`src/rtl/ldtw_pkg.sv`:
```
// Shared types and constants for the two-wire LED driver writer.
// No dependencies; the other files that use it refer to it by scoped names.
package ldtw_pkg;

  // Request codes carried in req_type
  localparam logic [1:0] REQ_TICK  = 2'd0;
  localparam logic [1:0] REQ_WRITE = 2'd1;
  localparam logic [1:0] REQ_CLEAR = 2'd2;

  // Command bytes of the bus sequence
  localparam logic [7:0] CMD_DATA  = 8'h40;
  localparam logic [7:0] CMD_ADDR  = 8'hC0;
  localparam logic [7:0] CMD_DISP  = 8'h88;
  localparam logic [7:0] CMD_OFF   = 8'h80;
  localparam logic [7:0] SEG_MASK  = 8'h7F;

  // Segment inputs on the request channel
  localparam int SEG_INPUTS = 4;

  // Configuration port
  localparam int          CFG_ADDR_W     = 3;
  localparam int          CFG_DATA_W     = 32;
  localparam logic        IDX_BRIGHTNESS = 1'b0;

  // One result transaction
  typedef struct packed {
    logic clk_out;
    logic dio_out;
    logic accepted;
    logic busy_res;
    logic done_res;
    logic success;
  } res_t;

endpackage

```
`src/rtl/ldtw_if.sv`:
```
// Valid/ready channel interfaces for the request and result transactions.
// Depends on nothing; field widths follow the block's item definitions.
interface ldtw_in_if;
  logic       valid;
  logic       ready;
  logic [1:0] req_type;
  logic [7:0] segment_0;
  logic [7:0] segment_1;
  logic [7:0] segment_2;
  logic [7:0] segment_3;
  logic       dio_in;

  modport source (output valid, req_type, segment_0, segment_1, segment_2, segment_3,
                  dio_in, input ready);
  modport sink   (input valid, req_type, segment_0, segment_1, segment_2, segment_3,
                  dio_in, output ready);
endinterface

interface ldtw_out_if;
  logic valid;
  logic ready;
  logic clk_out;
  logic dio_out;
  logic accepted;
  logic busy_res;
  logic done_res;
  logic success;

  modport source (output valid, clk_out, dio_out, accepted, busy_res, done_res, success,
                  input ready);
  modport sink   (input valid, clk_out, dio_out, accepted, busy_res, done_res, success,
                  output ready);
endinterface

```
`src/rtl/ldtw_cfg_regs.sv`:
```
// APB-style configuration registers: the brightness level.
// Depends on ldtw_pkg for address and data widths.
module ldtw_cfg_regs (
  input  logic                              clk,
  input  logic                              rst_n,
  input  logic                              psel,
  input  logic                              penable,
  input  logic                              pwrite,
  input  logic [ldtw_pkg::CFG_ADDR_W-1:0]   paddr,
  input  logic [ldtw_pkg::CFG_DATA_W-1:0]   pwdata,
  output logic [ldtw_pkg::CFG_DATA_W-1:0]   prdata,
  output logic                              pready,
  output logic [2:0]                        brightness
);

  logic [2:0] brightness_r;
  logic       sel_bright;

  // Register index is the word address
  assign sel_bright = (paddr[ldtw_pkg::CFG_ADDR_W-1] == ldtw_pkg::IDX_BRIGHTNESS);

  // Write during the access phase
  always_ff @(posedge clk) begin
    if (!rst_n) begin
      brightness_r <= 3'd0;
    end else if (psel && penable && pwrite && sel_bright) begin
      brightness_r <= pwdata[2:0];
    end
  end

  // Read back, zero outside the register map
  always_comb begin
    prdata = '0;
    if (sel_bright) begin
      prdata[2:0] = brightness_r;
    end
  end

  assign pready     = 1'b1;
  assign brightness = brightness_r;

endmodule

```
`src/rtl/ldtw_seq.sv`:
```
// Bus sequencer: one pin action per tick transaction, frame and byte tracking.
// Depends on ldtw_pkg for request codes, command bytes and the result type.
module ldtw_seq #(
  parameter int DIGIT_COUNT = 4
) (
  input  logic                                      clk,
  input  logic                                      rst_n,
  input  logic                                      step,
  input  logic [1:0]                                req_type,
  input  logic [ldtw_pkg::SEG_INPUTS-1:0][7:0]      seg_in,
  input  logic                                      dio_in,
  input  logic [2:0]                                brightness,
  output ldtw_pkg::res_t                            res
);

  // Frame phase codes
  localparam logic [2:0] PH_IDLE  = 3'd0;
  localparam logic [2:0] PH_START = 3'd1;
  localparam logic [2:0] PH_BITS  = 3'd2;
  localparam logic [2:0] PH_ACK   = 3'd3;
  localparam logic [2:0] PH_STOP  = 3'd4;

  localparam logic [2:0] FRAME_LEN_ADDR = 3'(DIGIT_COUNT + 1);

  logic [DIGIT_COUNT-1:0][6:0] store_r, store_nxt;
  logic       op_clear_r, op_clear_nxt;
  logic [1:0] trans_r, trans_nxt;
  logic [2:0] byte_r, byte_nxt;
  logic [2:0] phase_r, phase_nxt;
  logic [1:0] act_r, act_nxt;
  logic [2:0] bit_r, bit_nxt;
  logic       failed_r, failed_nxt;
  logic       busy_r, busy_nxt;
  logic       clk_lvl_r, clk_lvl_nxt;
  logic       dio_lvl_r, dio_lvl_nxt;
  logic       store_we;

  logic [6:0] seg_sel;
  logic [7:0] cur_byte;
  logic [2:0] byte_inc;
  logic [2:0] frame_len;
  logic       begin_en;
  logic [1:0] begin_t;
  logic       finish;
  logic       accepted;
  logic       done;
  logic       ok;

  // Pick the stored digit for the current byte position
  always_comb begin
    seg_sel = 7'd0;
    for (int i = 0; i < DIGIT_COUNT; i++) begin
      if (byte_r == 3'(i + 1)) begin
        seg_sel = store_r[i];
      end
    end
  end

  // Byte on the wire for this transaction
  always_comb begin
    unique case (trans_r)
      2'd0:    cur_byte = ldtw_pkg::CMD_DATA;
      2'd1:    cur_byte = (byte_r == 3'd0) ? ldtw_pkg::CMD_ADDR : {1'b0, seg_sel};
      2'd2:    cur_byte = ldtw_pkg::CMD_DISP | {5'd0, brightness};
      default: cur_byte = ldtw_pkg::CMD_OFF;
    endcase
  end

  assign byte_inc  = byte_r + 3'd1;
  assign frame_len = (trans_r == 2'd1) ? FRAME_LEN_ADDR : 3'd1;

  // Next state for one accepted transaction
  always_comb begin
    op_clear_nxt = op_clear_r;
    trans_nxt    = trans_r;
    byte_nxt     = byte_r;
    phase_nxt    = phase_r;
    act_nxt      = act_r;
    bit_nxt      = bit_r;
    failed_nxt   = failed_r;
    busy_nxt     = busy_r;
    clk_lvl_nxt  = clk_lvl_r;
    dio_lvl_nxt  = dio_lvl_r;
    store_nxt    = store_r;
    store_we     = 1'b0;
    begin_en     = 1'b0;
    begin_t      = 2'd0;
    finish       = 1'b0;
    accepted     = 1'b0;
    done         = 1'b0;
    ok           = 1'b0;

    priority if (req_type == ldtw_pkg::REQ_TICK) begin
      if (busy_r) begin
        accepted = 1'b1;
        unique case (phase_r)
          PH_START: begin
            unique case (act_r)
              2'd0: dio_lvl_nxt = 1'b1;
              2'd1: clk_lvl_nxt = 1'b1;
              2'd2: dio_lvl_nxt = 1'b0;
              default: begin
                clk_lvl_nxt = 1'b0;
                phase_nxt   = PH_BITS;
                bit_nxt     = 3'd0;
              end
            endcase
            act_nxt = act_r + 2'd1;
          end
          PH_BITS: begin
            unique case (act_r)
              2'd0: begin
                dio_lvl_nxt = cur_byte[bit_r];
                act_nxt     = 2'd1;
              end
              2'd1: begin
                clk_lvl_nxt = 1'b1;
                act_nxt     = 2'd2;
              end
              default: begin
                clk_lvl_nxt = 1'b0;
                act_nxt     = 2'd0;
                if (bit_r == 3'd7) begin
                  bit_nxt   = 3'd0;
                  phase_nxt = PH_ACK;
                end else begin
                  bit_nxt = bit_r + 3'd1;
                end
              end
            endcase
          end
          PH_ACK: begin
            unique case (act_r)
              2'd0: begin
                dio_lvl_nxt = 1'b1;
                act_nxt     = 2'd1;
              end
              2'd1: begin
                clk_lvl_nxt = 1'b1;
                act_nxt     = 2'd2;
              end
              default: begin
                clk_lvl_nxt = 1'b0;
                act_nxt     = 2'd0;
                if (dio_in) begin
                  failed_nxt = 1'b1;
                  phase_nxt  = PH_STOP;
                end else begin
                  byte_nxt  = byte_inc;
                  phase_nxt = (byte_inc < frame_len) ? PH_BITS : PH_STOP;
                  bit_nxt   = 3'd0;
                end
              end
            endcase
          end
          default: begin
            // Stop condition, then open the next frame or finish the operation
            unique case (act_r)
              2'd0: clk_lvl_nxt = 1'b0;
              2'd1: dio_lvl_nxt = 1'b0;
              2'd2: clk_lvl_nxt = 1'b1;
              default: begin
                dio_lvl_nxt = 1'b1;
                priority if (trans_r == 2'd3) begin
                  finish = 1'b1;
                end else if (failed_r || trans_r == 2'd2) begin
                  if (op_clear_r) begin
                    begin_en = 1'b1;
                    begin_t  = 2'd3;
                  end else begin
                    finish = 1'b1;
                  end
                end else begin
                  begin_en = 1'b1;
                  begin_t  = trans_r + 2'd1;
                end
              end
            endcase
            act_nxt = act_r + 2'd1;
          end
        endcase

        if (finish) begin
          done      = 1'b1;
          ok        = !failed_nxt;
          busy_nxt  = 1'b0;
          phase_nxt = PH_IDLE;
        end
      end
    end else if ((req_type == ldtw_pkg::REQ_WRITE || req_type == ldtw_pkg::REQ_CLEAR)
                 && !busy_r) begin
      // Latch the operation; the first pin action waits for the next tick
      accepted     = 1'b1;
      op_clear_nxt = (req_type == ldtw_pkg::REQ_CLEAR);
      store_we     = 1'b1;
      for (int i = 0; i < DIGIT_COUNT; i++) begin
        if (i < ldtw_pkg::SEG_INPUTS && req_type == ldtw_pkg::REQ_WRITE) begin
          store_nxt[i] = seg_in[2'(i)][6:0] & ldtw_pkg::SEG_MASK[6:0];
        end else begin
          store_nxt[i] = 7'd0;
        end
      end
      failed_nxt = 1'b0;
      busy_nxt   = 1'b1;
      begin_en   = 1'b1;
      begin_t    = 2'd0;
    end

    // Open a new frame
    if (begin_en) begin
      trans_nxt = begin_t;
      byte_nxt  = 3'd0;
      bit_nxt   = 3'd0;
      act_nxt   = 2'd0;
      phase_nxt = PH_START;
    end
  end

  // Control state
  always_ff @(posedge clk) begin
    if (!rst_n) begin
      op_clear_r <= 1'b0;
      trans_r    <= 2'd0;
      byte_r     <= 3'd0;
      phase_r    <= PH_IDLE;
      act_r      <= 2'd0;
      bit_r      <= 3'd0;
      failed_r   <= 1'b0;
      busy_r     <= 1'b0;
      clk_lvl_r  <= 1'b1;
      dio_lvl_r  <= 1'b1;
    end else if (step) begin
      op_clear_r <= op_clear_nxt;
      trans_r    <= trans_nxt;
      byte_r     <= byte_nxt;
      phase_r    <= phase_nxt;
      act_r      <= act_nxt;
      bit_r      <= bit_nxt;
      failed_r   <= failed_nxt;
      busy_r     <= busy_nxt;
      clk_lvl_r  <= clk_lvl_nxt;
      dio_lvl_r  <= dio_lvl_nxt;
    end
  end

  // Segment store, written whole on every taken write or clear request
  always_ff @(posedge clk) begin
    if (step && store_we) begin
      store_r <= store_nxt;
    end
  end

  assign res.clk_out  = clk_lvl_nxt;
  assign res.dio_out  = dio_lvl_nxt;
  assign res.accepted = accepted;
  assign res.busy_res = busy_nxt;
  assign res.done_res = done;
  assign res.success  = ok;

endmodule

```
`src/rtl/led_driver_two_wire_writer.sv`:
```
// Two-wire LED driver writer: takes one request or tick transaction per clock and
// returns one result transaction for each in the next cycle, from a result register.
// Throughput is one item per cycle, the sequencer stepping on each taken item; input
// stalls only while the result register holds a transaction the sink has not taken.
// Depends on ldtw_pkg, ldtw_if, ldtw_cfg_regs and ldtw_seq.
module led_driver_two_wire_writer #(
  parameter int DIGIT_COUNT = 4
) (
  input  logic                              clk,
  input  logic                              rst_n,
  ldtw_in_if.sink                           in_ch,
  ldtw_out_if.source                        out_ch,
  input  logic                              psel,
  input  logic                              penable,
  input  logic                              pwrite,
  input  logic [ldtw_pkg::CFG_ADDR_W-1:0]   paddr,
  input  logic [ldtw_pkg::CFG_DATA_W-1:0]   pwdata,
  output logic [ldtw_pkg::CFG_DATA_W-1:0]   prdata,
  output logic                              pready
);

  logic                                 in_ready;
  logic                                 step;
  logic [2:0]                           brightness;
  logic [ldtw_pkg::SEG_INPUTS-1:0][7:0] seg_in;
  ldtw_pkg::res_t                       res;
  ldtw_pkg::res_t                       res_r;
  logic                                 out_valid_r;

  // Accept while the result slot is free or draining
  assign in_ready = !out_valid_r || out_ch.ready;
  assign step     = in_ch.valid && in_ready;
  assign seg_in   = {in_ch.segment_3, in_ch.segment_2, in_ch.segment_1, in_ch.segment_0};

  ldtw_cfg_regs u_cfg (
    .clk        (clk),
    .rst_n      (rst_n),
    .psel       (psel),
    .penable    (penable),
    .pwrite     (pwrite),
    .paddr      (paddr),
    .pwdata     (pwdata),
    .prdata     (prdata),
    .pready     (pready),
    .brightness (brightness)
  );

  ldtw_seq #(
    .DIGIT_COUNT (DIGIT_COUNT)
  ) u_seq (
    .clk        (clk),
    .rst_n      (rst_n),
    .step       (step),
    .req_type   (in_ch.req_type),
    .seg_in     (seg_in),
    .dio_in     (in_ch.dio_in),
    .brightness (brightness),
    .res        (res)
  );

  // Result register
  always_ff @(posedge clk) begin
    if (!rst_n) begin
      out_valid_r <= 1'b0;
    end else if (in_ready) begin
      out_valid_r <= in_ch.valid;
    end
  end

  always_ff @(posedge clk) begin
    if (step) begin
      res_r <= res;
    end
  end

  assign in_ch.ready     = in_ready;
  assign out_ch.valid    = out_valid_r;
  assign out_ch.clk_out  = res_r.clk_out;
  assign out_ch.dio_out  = res_r.dio_out;
  assign out_ch.accepted = res_r.accepted;
  assign out_ch.busy_res = res_r.busy_res;
  assign out_ch.done_res = res_r.done_res;
  assign out_ch.success  = res_r.success;

endmodule

```
`src/flat_wrapper.sv`:
```
// flat-port wrapper written by rule: the top's interface ports become plain ports
module led_driver_two_wire_writer_flat 
#(
  parameter int DIGIT_COUNT = 4
)
  (clk, rst_n, psel, penable, pwrite, paddr, pwdata, prdata, pready, in_ch_valid, in_ch_req_type, in_ch_segment_0, in_ch_segment_1, in_ch_segment_2, in_ch_segment_3, in_ch_dio_in, in_ch_ready, out_ch_valid, out_ch_clk_out, out_ch_dio_out, out_ch_accepted, out_ch_busy_res, out_ch_done_res, out_ch_success, out_ch_ready);
  ldtw_in_if in_ch_i ();
  ldtw_out_if out_ch_i ();
  input  logic clk;
  input  logic rst_n;
  input  logic psel;
  input  logic penable;
  input  logic pwrite;
  input  logic [ldtw_pkg::CFG_ADDR_W-1:0] paddr;
  input  logic [ldtw_pkg::CFG_DATA_W-1:0] pwdata;
  output logic [ldtw_pkg::CFG_DATA_W-1:0] prdata;
  output logic pready;
  input wire logic [$bits(in_ch_i.valid)-1:0] in_ch_valid;
  input wire logic [$bits(in_ch_i.req_type)-1:0] in_ch_req_type;
  input wire logic [$bits(in_ch_i.segment_0)-1:0] in_ch_segment_0;
  input wire logic [$bits(in_ch_i.segment_1)-1:0] in_ch_segment_1;
  input wire logic [$bits(in_ch_i.segment_2)-1:0] in_ch_segment_2;
  input wire logic [$bits(in_ch_i.segment_3)-1:0] in_ch_segment_3;
  input wire logic [$bits(in_ch_i.dio_in)-1:0] in_ch_dio_in;
  output wire logic [$bits(in_ch_i.ready)-1:0] in_ch_ready;
  output wire logic [$bits(out_ch_i.valid)-1:0] out_ch_valid;
  output wire logic [$bits(out_ch_i.clk_out)-1:0] out_ch_clk_out;
  output wire logic [$bits(out_ch_i.dio_out)-1:0] out_ch_dio_out;
  output wire logic [$bits(out_ch_i.accepted)-1:0] out_ch_accepted;
  output wire logic [$bits(out_ch_i.busy_res)-1:0] out_ch_busy_res;
  output wire logic [$bits(out_ch_i.done_res)-1:0] out_ch_done_res;
  output wire logic [$bits(out_ch_i.success)-1:0] out_ch_success;
  input wire logic [$bits(out_ch_i.ready)-1:0] out_ch_ready;
  assign in_ch_i.valid = in_ch_valid;
  assign in_ch_i.req_type = in_ch_req_type;
  assign in_ch_i.segment_0 = in_ch_segment_0;
  assign in_ch_i.segment_1 = in_ch_segment_1;
  assign in_ch_i.segment_2 = in_ch_segment_2;
  assign in_ch_i.segment_3 = in_ch_segment_3;
  assign in_ch_i.dio_in = in_ch_dio_in;
  assign in_ch_ready = in_ch_i.ready;
  assign out_ch_valid = out_ch_i.valid;
  assign out_ch_clk_out = out_ch_i.clk_out;
  assign out_ch_dio_out = out_ch_i.dio_out;
  assign out_ch_accepted = out_ch_i.accepted;
  assign out_ch_busy_res = out_ch_i.busy_res;
  assign out_ch_done_res = out_ch_i.done_res;
  assign out_ch_success = out_ch_i.success;
  assign out_ch_i.ready = out_ch_ready;
  led_driver_two_wire_writer #(.DIGIT_COUNT(DIGIT_COUNT)) u_core (.clk(clk), .rst_n(rst_n), .in_ch(in_ch_i), .out_ch(out_ch_i), .psel(psel), .penable(penable), .pwrite(pwrite), .paddr(paddr), .pwdata(pwdata), .prdata(prdata), .pready(pready));
endmodule
```
`config.mk`:
```
export PLATFORM = sky130hd
export DESIGN_NAME = led_driver_two_wire_writer_flat
export DESIGN_NICKNAME = d
export VERILOG_FILES = /design/src/rtl/ldtw_pkg.sv /design/src/rtl/ldtw_if.sv /design/src/rtl/ldtw_cfg_regs.sv /design/src/rtl/ldtw_seq.sv /design/src/rtl/led_driver_two_wire_writer.sv /design/src/flat_wrapper.sv
export SDC_FILE = /design/constraint.sdc
export NUM_CORES = 1
export LEC_CHECK = 0
export ABC_AREA = 0
export BUFFER_PORTS_ARGS = -buffer_cell sky130_fd_sc_hd__buf_2
export CORE_ASPECT_RATIO = 0.7
export CORE_MARGIN = 3
export CORE_UTILIZATION = 45
export CTS_BUF_LIST = sky130_fd_sc_hd__clkbuf_8
export CTS_CLUSTER_DIAMETER = 60
export DETAILED_ROUTE_END_ITERATION = 7
export GPL_ROUTABILITY_DRIVEN = 0
export PLACE_DENSITY = 0.75
export SETUP_SLACK_MARGIN = 0.2
export SLEW_MARGIN = 25
export SYNTH_ARGS = -nofsm -noshare
export SYNTH_HDL_FRONTEND = slang
export SYNTH_SLANG_ARGS = --single-unit
```
`constraint.sdc`:
```
create_clock -name clk -period 3 [get_ports clk]
set_clock_uncertainty 0.15 [all_clocks]
set_input_delay 0 -clock clk [delete_from_list [all_inputs] [get_ports clk]]
set_output_delay 0 -clock clk [all_outputs]
set_load 0.01 [all_outputs]
```
==> summary.txt <==
status -> completed
Yosys warning total -> 0
MaxCap Viol Count -> 0
Synth Instances -> 310
Max-Slew Margin vs Limit -> 35.1%
PwrDens -> 358 nW/µm²
Mapped Avg Cell Area -> 9.34 µm²
largest net degree at the start of global routing -> 21
max frequency -> 0.389 GHz
Synth Area in Compound Gates -> 17.8%
Net Sw Frac -> 27.7%
HPWL after detailed placement -> 4760 µm
Initial Util -> 48.6%
drt drc -> 0
layout cells sized above 1 -> 17.6%
combinational share of power -> 15.3%
sequential power share -> 53.7%
max-slew violation count -> 0
TNS Setup -> 0 ns
min cycle time layout -> 2.57 ns
Synth Flop Type -> dfxtp_1
crit end category -> register
final hold vios -> 0
critical-path cell list -> inv_1 > ha_1 > nor2_1 > o21ai_4 > nand3_1 > a2111oi_0
crit path DAT -> 2.39 ns
CTS max path bufs -> 2
Clk pwr share -> 31.0%
drt wl/cell -> 15.0 µm
PostCTS Resize Cnt -> 0
post-synthesis mux area share -> 5.75%
die area -> 7450 µm²
Internal Power -> 0.000853 W
startpoint types -> register
cell leakage power -> 1.35 nW
Req. time, crit path -> 2.82 ns
Tcrit/Tclk final -> 85.8%
clock sinks -> 42
Rows -> 23
Clock transition at path regs -> 0.09 ns
Netlist cell types -> 61
# nets final -> 460
sum of buffers and inverters on the critical path -> 1
CP Max Fanout -> 7
Hold Worst Slack -> 0.0262 ns
remaining antenna violation count -> 0
drt via density -> 5.41
core box area -> 5960 µm²
vias after detailed routing -> 2374
flops & latches, synth -> 42
Mapped Area -> 2900 µm²
Initial DRC Count -> 146
Ant. Diodes -> 0
register area share after synthesis -> 35.9%
Clock Root Buffer -> clkbuf_8
Clk Latency, worst-skew pair -> 0.30 ns
top cells by count, synth -> 31 x buf_4, 26 x nand2_1, 22 x dfxtp_1
VDD IR max -> 0.198 mV
CTS HTree Levels -> 2
Simple-Gate Fraction of Synth Area -> 19.1%
Initial DRT Pass Iterations -> 4
gr usage total -> 17.5%
grt total ovfl -> 0
drt total wl -> 6580 µm
Crit Path Class -> reg2reg
height of the die -> 73.1 µm
I/O Buffers -> 38
RSZ-0062 raised after global routing -> false
ys async rst share -> 0%
CTS tree -> done
IO Pins -> 118
xor and xnor area share after synthesis -> 0%
largest family of logic cells by synthesized area -> simple AND/OR/NAND/NOR gates
ranking of synthesized cells by area -> edfxtp_1 21%, dfxtp_1 15%, ha_1 8.6%, buf_4 8.0%, mux2i_1 3.8%
Post-synth EDFFs -> 20
sw power -> 0.000328 W
Synth top area share -> 20.7%
final setup violation count -> 0
cell taking the most area after synthesis -> edfxtp_1
Num CTS Buffers -> 5
vias in the first global route -> 2181
area grow syn2layout -> 13.8%
first-pass GRT wire length -> 10300 µm
HP Class -> in2reg
Slowest-stage cell, CP -> a2111oi_0
most instantiated library cell after synthesis -> buf_4
delay-heaviest family, CP -> compound AO/OA/AOI/OAI gates
worst-margin pin slew -> 0.948 ns
CP peak stage delay -> 0.79 ns
Post-Synth Adder-Cell Area -> 8.64%
die width -> 102 µm
initial antenna violation count -> 0
worst paths after layout:
| kind | to | slack, ns | cells past startpoint | from |
|---|---|---|---|---|
| hold reg to reg | u_core.u_seq.op_clear_r$_SDFFE_PN0P_ | 0.35 | 2 | u_core.u_seq.op_clear_r$_SDFFE_PN0P_ |
| hold / removal | u_core.u_seq.op_clear_r$_SDFFE_PN0P_ | 0.03 | 5 | in_ch_req_type[0] |
| setup reg to reg | u_core.out_ch.success$_SDFFCE_PN0P_ | 0.43 | 6 | u_core.u_seq.trans_r[0]$_SDFFE_PN0P_ |
| setup / recovery | u_core.out_ch.success$_SDFFCE_PN0P_ | 0.43 | 6 | u_core.u_seq.trans_r[0]$_SDFFE_PN0P_ |
cells in the final DEF, fill, tap and decap left out, drive strengths merged, types with 4 or more instances in the layout:
cell type	Yosys	final
a21oi	18	18
a32oi	4	4
and2	16	16
buf	38	38
clkbuf	4	5
conb	2	30
dfxtp	22	22
dlygate4sd3	0	22
edfxtp	20	20
ha	20	20
inv	18	18
mux2	5	5
mux2i	11	11
nand2	26	26
nand3	7	7
nand3b	4	4
nor2	21	21
nor2b	4	4
nor3	6	6
o21ai	15	15
through the flow:
stage / total power, W / setup slack (ns) / util, % / std cells / instance area, µm²
floorplan: 0.000786 / 0.981 / - / 338 / 3000
global placement: 0.000797 / 0.678 / 50.2 / 409 / 2990
detailed placement: 0.000802 / 0.604 / 50.2 / 409 / 2990
finish: 0.00118 / 0.426 / 55.3 / 439 / 3300
CTS: 0.00118 / 0.547 / 55.3 / 439 / 3300
global route: 0.00122 / 0.314 / 55.3 / 439 / 3300
kinds of logic (layout without fill, tap and decap cells):
kind of cell	after synthesis	after routing
other cells	2	30
simple gates	103	103
mux	16	16
flops	42	42
buf+inv	60	86
compound gates	67	67
fa+ha+maj	20	20
power groups by stage:
stage | clock network (W) | logic, W | registers [W]
2_1_floorplan | 0 | 0.000143 | 0.000643
3_3_place_gp | 0 | 0.000150 | 0.000646
3_5_place_dp | 0 | 0.000155 | 0.000647
4_1_cts | 0.000368 | 0.000177 | 0.000634
5_1_grt | 0.000387 | 0.000200 | 0.000637
6_report | 0.000366 | 0.000181 | 0.000634
worst reg2reg max path, cell delays in order, from the launching register on:
cell	delay (ns)
dfxtp_1	0.38
inv_1	0.11
ha_1	0.27
nor2_1	0.13
o21ai_4	0.22
nand3_1	0.20
a2111oi_0	0.79
metal layers:
layer / GRT usage (%) / wire, µm / vias up
li1: - / - / 1147
met1: 25.6 / 3060 / 1111
met2: 26.9 / 2990 / 107
met3: 3.44 / 471 / 9
met4: 3.64 / 57 / 0
met5: 0 / 0 / -
layout make-up:
class                      instances  area [µm²]
clock inverter                     3        16.3
inverter                          18        67.6
sequential                        42        1040
timing repair buffer              60         410
clock buffer                       5        68.8
multi-input combinational        236        1600
fill                             543        2660
tap                               75        93.8
flip-flops by register name, indices dropped and copies added (netlist names):
register / count
u_core.out_ch.success: 1
u_core.u_seq.failed_r: 1
u_core.out_ch.dio_out: 1
u_core.u_cfg.brightness: 3
u_core.u_seq.act_r: 2
u_core.out_ch.accepted: 1
u_core.u_seq.busy_r: 1
u_core.out_ch.valid: 1
u_core.out_ch.clk_out: 1
u_core.u_seq.clk_lvl_r: 1
u_core.u_seq.trans_r: 2
u_core.out_ch.busy_res: 1
u_core.u_seq.byte_r: 3
u_core.u_seq.dio_lvl_r: 1
u_core.out_ch.done_res: 1
u_core.u_seq.op_clear_r: 1
u_core.u_seq.phase_r: 3
u_core.u_seq.store_r: 14
u_core.u_seq.bit_r: 3
repair_timing:
| action | CTS | global route |
|---|---|---|
| setup endpoints to repair | 0 | 0 |
| buffers inserted | 0 | 0 |
| hold endpoints to repair | 21 | 0 |
| hold buffers | 22 | 0 |
Power figures use the tool's default switching activity.
